## src/rtl/fwo_pkg.sv

```systemverilog
`timescale 1ns / 1ps
package fwo_pkg;

   localparam int WHEELS = 4;
   // The window length must be a power of two: the average is taken by a shift.
   localparam int WINDOW = 8;
   localparam int WIN_SH = $clog2(WINDOW);
   localparam int POS_W = (WIN_SH < 1) ? 1 : WIN_SH;
   localparam logic [31:0] AUTO_ZERO_MS = 32'd3500;

   localparam logic [2:0] REG_MM_FR = 3'd0;
   localparam logic [2:0] REG_MM_RR = 3'd1;
   localparam logic [2:0] REG_MM_FL = 3'd2;
   localparam logic [2:0] REG_MM_RL = 3'd3;
   localparam logic [2:0] REG_TPS = 3'd4;
   localparam logic [2:0] REG_OLD_W = 3'd5;
   localparam logic [2:0] REG_NEW_W = 3'd6;
   localparam logic [2:0] REG_HEAD = 3'd7;

   typedef struct packed {
      logic signed [31:0] count_front_right;
      logic signed [31:0] count_rear_right;
      logic signed [31:0] count_front_left;
      logic signed [31:0] count_rear_left;
      logic zero_request;
      logic inertial_online;
      logic imu_locked;
      logic [31:0] elapsed_ms;
   } req_type;

   typedef struct packed {
      logic [1:0] wheel_id;
      logic last_wheel;
      logic signed [15:0] raw_speed;
      logic signed [15:0] avg_speed;
      logic signed [15:0] display_speed;
      logic signed [31:0] wheel_distance;
      logic signed [15:0] left_speed;
      logic signed [15:0] right_speed;
      logic signed [31:0] left_distance;
      logic signed [31:0] right_distance;
      logic signed [31:0] chassis_distance;
      logic signed [15:0] encoder_heading;
   } rsp_type;

   typedef struct packed {
      logic [3:0][23:0] mm_per_count;
      logic [13:0] ticks_per_second;
      logic [16:0] filter_old_weight;
      logic [16:0] filter_new_weight;
      logic [23:0] heading_per_mm;
   } cfg_type;

   typedef enum logic [3:0] {
      ST_IDLE, ST_DELTA, ST_SPEED, ST_ROUND, ST_FMUL, ST_FILT,
      ST_ZERO, ST_SUMS, ST_HEAD, ST_OUT
   } state_type;

   typedef enum logic [3:0] {
      OP_NONE, OP_LOAD, OP_DELTA, OP_SPEED, OP_ROUND, OP_FMUL, OP_FILT,
      OP_ZERO, OP_SUMS, OP_HEAD
   } op_type;

   typedef struct packed {
      op_type op;
      logic [1:0] idx;
   } cmd_type;

   typedef struct packed {
      logic primed;
   } status_type;

   // Division by 2^k, rounding half away from zero.
   function automatic logic signed [63:0] div_round_pow2(input logic signed [63:0] x,
                                                         input int k);
      logic [63:0] mag;
      logic [63:0] q;
      mag = x[63] ? 64'(-x) : 64'(x);
      q = (mag + (64'd1 << (k - 1))) >> k;
      return x[63] ? -$signed(q) : $signed(q);
   endfunction

   function automatic logic signed [15:0] sat16(input logic signed [63:0] x);
      if (x > 64'sd32767) return 16'sh7fff;
      if (x < -64'sd32768) return 16'sh8000;
      return x[15:0];
   endfunction

   function automatic logic signed [31:0] sat32(input logic signed [63:0] x);
      if (x > 64'sd2147483647) return 32'sh7fffffff;
      if (x < -64'sd2147483648) return 32'sh80000000;
      return x[31:0];
   endfunction

   function automatic logic signed [47:0] clamp46(input logic signed [63:0] x);
      if (x > (64'sd1 <<< 46)) return 48'sd1 <<< 46;
      if (x < -(64'sd1 <<< 46)) return -(48'sd1 <<< 46);
      return x[47:0];
   endfunction

endpackage

```

## src/rtl/fwo_ctrl.sv

```systemverilog
`timescale 1ns / 1ps
module fwo_ctrl (
   input  logic clock,
   input  logic reset,
   input  logic req_valid,
   output logic req_stall,
   output logic rsp_valid,
   input  logic rsp_stall,
   input  fwo_pkg::status_type status,
   output fwo_pkg::cmd_type cmd
);
   import fwo_pkg::*;

   state_type state_ff, state_in;
   logic [1:0] idx_ff, idx_in;

   always_ff @(posedge clock) begin
      if (reset) begin
         state_ff <= ST_IDLE;
         idx_ff <= 2'd0;
      end else begin
         state_ff <= state_in;
         idx_ff <= idx_in;
      end
   end

   always_comb begin
      state_in = state_ff;
      idx_in = idx_ff;
      req_stall = 1'b1;
      rsp_valid = 1'b0;
      cmd.op = OP_NONE;
      cmd.idx = idx_ff;
      case (state_ff)
         ST_IDLE: begin
            req_stall = 1'b0;
            idx_in = 2'd0;
            if (req_valid) begin
               cmd.op = OP_LOAD;
               state_in = status.primed ? ST_DELTA : ST_ZERO;
            end
         end
         ST_DELTA: begin
            cmd.op = OP_DELTA;
            state_in = ST_SPEED;
         end
         ST_SPEED: begin
            cmd.op = OP_SPEED;
            state_in = ST_ROUND;
         end
         ST_ROUND: begin
            cmd.op = OP_ROUND;
            state_in = ST_FMUL;
         end
         ST_FMUL: begin
            cmd.op = OP_FMUL;
            state_in = ST_FILT;
         end
         ST_FILT: begin
            cmd.op = OP_FILT;
            idx_in = idx_ff + 2'd1;
            state_in = (idx_ff == 2'd3) ? ST_ZERO : ST_DELTA;
         end
         ST_ZERO: begin
            cmd.op = OP_ZERO;
            state_in = ST_SUMS;
         end
         ST_SUMS: begin
            cmd.op = OP_SUMS;
            state_in = ST_HEAD;
         end
         ST_HEAD: begin
            cmd.op = OP_HEAD;
            idx_in = 2'd0;
            state_in = ST_OUT;
         end
         ST_OUT: begin
            rsp_valid = 1'b1;
            if (!rsp_stall) begin
               idx_in = idx_ff + 2'd1;
               if (idx_ff == 2'd3) state_in = ST_IDLE;
            end
         end
         default: state_in = ST_IDLE;
      endcase
   end

endmodule

```

## config.mk

```make
export PLATFORM = sky130hd
export DESIGN_NAME = fwo_ctrl
export DESIGN_NICKNAME = d
export VERILOG_FILES = /design/src/rtl/fwo_pkg.sv /design/src/rtl/fwo_ctrl.sv
export SDC_FILE = /design/constraint.sdc
export NUM_CORES = 1
export LEC_CHECK = 0
export BUFFER_PORTS_ARGS = -buffer_cell sky130_fd_sc_hd__clkbuf_2
export CORE_AREA = 2 2 39 41
export CTS_CLUSTER_DIAMETER = 60
export CTS_CLUSTER_SIZE = 14
export DETAILED_ROUTE_END_ITERATION = 8
export DIE_AREA = 0 0 41 43
export GPL_TIMING_DRIVEN = 0
export PLACE_DENSITY = 0.6
export SYNTH_ARGS = -nofsm -noshare
export SYNTH_HDL_FRONTEND = slang
export SYNTH_SLANG_ARGS = --single-unit
```

## constraint.sdc

```tcl
create_clock -name clock -period 1.9 [get_ports clock]
set_clock_uncertainty 0.1 [all_clocks]
set_input_delay 0.57 -clock clock [delete_from_list [all_inputs] [get_ports clock]]
set_output_delay 0.57 -clock clock [all_outputs]
set_load 0.01 [all_outputs]
```

==> impl_table.tex <==
\begin{tabular}{lr}
\hline
Metric & Value \\
\hline
\multicolumn{2}{l}{\textbf{Clocking}} \\
Buffer cell driving the clock tree root & clkbuf\_4 \\
TritonCTS Buffers & 3 \\
\# H-tree levels & 1 \\
Post-CTS Hold Buffers & 0 \\
Buffer levels on the longest clock path & 2 \\
Source-to-sink clock delay at the later pin of the worst-skew pair & 250 ps \\
CTS tree & yes \\
Clock net sink count & 6 \\
Worst-path clk slew & 50 ps \\
\multicolumn{2}{l}{\textbf{Synth}} \\
Top FF cell, synth & dfxtp\_1 \\
Syn Area/Cell & 7.27 sq um \\
Commonest cells in the synthesized netlist & nor2\_1 (7), dfxtp\_1 (6), o21ai\_0 (5) \\
Synth Instances & 59 \\
Most common cell in the synthesized netlist & nor2\_1 \\
Summed instance area of the synthesized netlist & 429 sq um \\
Share of Yosys cell area claimed by the top area cell type & 0.280 \\
Synthesized net count & 65 \\
Seq cells post-synth & 6 \\
Proportion of register bits with asynchronous set or reset after synthesis & 0 \\
Synth top area cells & dfxtp\_1 (28\%), nor2\_1 (6.1\%), nor2b\_1 (5.8\%), o21ai\_0 (5.8\%), nand2b\_1 (4.4\%) \\
Number of enable-type register cells in the synthesized netlist & 0 \\
Number of distinct library cells after synthesis & 28 \\
Sequential share of the synthesized area & 0.280 \\
Post-synth top area cell & dfxtp\_1 \\
Warnings from Yosys & 0 \\
\multicolumn{2}{l}{\textbf{Timing}} \\
Final hold violations & 0 \\
Number of setup violations in the final report & 0 \\
Tightest Pin Transition & 263 ps \\
PnR worst setup slack & 41.4 ps \\
Peak Freq & 538 MHz \\
TNS Setup & 0 ps \\
Final Slew Violations & 0 \\
Crit share post-route & 0.978 \\
Setup repair after global routing missed its margin & yes \\
Fin crit period & 1860 ps \\
Worst max-slew margin expressed relative to the limit & 0.823 \\
\multicolumn{2}{l}{\textbf{Cells and area}} \\
N\_diodes & 0 \\
Final design area excluding fillers & 727 sq um \\
Layout cells sized above 1 & 0.457 \\
Area Growth Syn to Fin & 69.4\% \\
Net count of the finished layout & 89 \\
\multicolumn{2}{l}{\textbf{Power}} \\
Leakage power & 0.329 nW \\
Power consumption & 629 uW \\
Worst voltage drop across the vdd grid & 0.000276 V \\
PD cells & 866 nW/um\^{}2 \\
\multicolumn{2}{l}{\textbf{Floorplan}} \\
Die height & 43 um \\
Initial standard-cell utilization of the core & 0.310 \\
Overall die width & 41 um \\
I/O pin cnt & 13 \\
Full die area & 1760 sq um \\
Number of placement rows & 14 \\
Placeable core area & 1380 sq um \\
\multicolumn{2}{l}{\textbf{Run status}} \\
Run status & complete, no violations \\
\multicolumn{2}{l}{\textbf{Global routing}} \\
Final global-route overflow total & 0 \\
Total Routing Usage GR & 0.146 \\
Largest net degree at the start of global routing & 11 \\
Number of antenna violations at the first check in global routing & 0 \\
Number of global-route vias before repair & 432 \\
First-pass GRT wire length & 1740 um \\
\multicolumn{2}{l}{\textbf{Worst setup path}} \\
R2R Path Start & state\_ff[3] \\
CP Capture Type & output pin \\
Number of cells traversed by the worst register-to-register path & 5 \\
Highest net fanout along the worst path & 10 \\
Crit Path Class & reg2out \\
Worst-case register-to-register setup slack & 310 ps \\
Data required time at the worst endpoint & 1230 ps \\
RR Endpoint & idx\_ff[0] \\
Arrival time at the worst endpoint & 1190 ps \\
Critical Path Start Type & flop \\
\multicolumn{2}{l}{\textbf{Route}} \\
Wirelength, routed & 1410 um \\
Count of antenna-violating nets left after detailed routing & 0 \\
DRC violation count after routing & 0 \\
DRC marker count from the first detailed-route iteration & 10 \\
Overall via count from detail\_route & 517 \\
Wire length per cell after detailed routing & 14.5 um \\
Vias per inst & 5.33 \\
Detailed-router iteration count before antenna repair & 4 \\
\multicolumn{2}{l}{\textbf{Placement}} \\
Worst-case setup slack after placement & -215 ps \\
Count of port buffers added during placement & 12 \\
Dpl cell area & 509 sq um \\
Placed wire-length estimate after detailed placement & 777 um \\
Routability Congestion & 0.741 \\
\multicolumn{2}{l}{\textbf{Job}} \\
Max\_cap viols & 0 \\
\multicolumn{2}{l}{\textbf{Min path}} \\
Classification of the worst-slack hold path & reg2reg \\
Worst hold endpoint & idx\_ff[0] \\
Hold path startpoint & idx\_ff[0] \\
Number of cells on the worst hold path & 2 \\
\hline
\end{tabular}
[where the power goes]
part	internal, mW	total (mW)	leakage, nW	switching (mW)
Clock	0.0716	0.119	0.0138	0.0477
Combinational	0.167	0.320	0.263	0.153
Sequential	0.152	0.189	0.0519	0.0379
[cells by family (layout without fill, tap and decap cells)]
logic type      after synthesis  in the layout  synth area share
compound gates               17             17             0.262
xor+xnor                      2              2            0.0408
fa+ha+maj                     1              1            0.0291
buf+inv                       7             29            0.0729
flops                         6              6             0.280
simple gates                 26             26             0.315
[through the flow]
stage,util,cells,hold slack [ps]
global placement,0.368,87,402
global route,0.525,97,463
CTS,0.453,91,421
floorplan,-,59,417
detailed placement,0.368,87,415
finish,0.525,97,464
[state kept, by name, summed over array words and instances (netlist names)]
signal,flops
idx_ff,2
state_ff,4
[worst max path at each step]
stage / start / endpoint / slack (ps)
2_1_floorplan: state_ff[1] / cmd[2] / 40
3_3_place_gp: state_ff[1] / cmd[5] / -200
3_5_place_dp: state_ff[1] / cmd[5] / -210
4_1_cts: state_ff[3] / cmd[5] / 8
5_1_grt: state_ff[1] / cmd[4] / -80
6_report: state_ff[0] / cmd[4] / 40
[layer usage]
layer	wire length (um)	global-route usage
met5	0	0
met4	0	0.0200
met3	43	0.0628
met2	779	0.263
met1	585	0.148
[layout by cell type, fill, tap and decap left out]
master / instances
nand2b_1: 3
a311oi_1: 1
dfxtp_1: 2
a21oi_1: 3
clkbuf_16: 2
a31oi_1: 1
nor3_1: 1
buf_6: 3
clkbuf_4: 3
nor2b_1: 4
ha_1: 1
nand2_1: 3
nor2_1: 7
nor3_2: 1
xnor2_1: 1
inv_1: 1
o22a_1: 1
a221o_1: 1
buf_8: 2
buf_4: 7
nand4b_1: 1
dfxtp_4: 4
buf_2: 2
o41ai_1: 1
a211oi_1: 2
xor2_2: 1
or4_1: 1
nor4_4: 1
clkbuf_2: 9
o21ai_0: 5
or3_1: 1
and3_1: 1
nor3_4: 1
nand2_4: 1
o21bai_1: 1
a21o_1: 1
[cell type report]
cell class	instances	area, sq um
multi-input combinational	46	324
buffer	5	73.8
inverter	1	3.75
clock buffer	3	22.5
timing repair buffer	20	148
fill	132	657
tap	16	20.0
sequential	6	135
[worst max-delay path, stage by stage, from the launching register on]
cell,delay (ps)
dfxtp_4,370
buf_6,150
nand2_4,60
xor2_2,140
nor2_1,90
buf_2,130
[repair_timing]
item,CTS,global route
pin swaps,0,3
setup endpoints to repair,6,3
setup buffers,2,5
gates resized for setup,22,13
gates cloned,0,1
No activity file was read; power rests on OpenSTA's default activity.
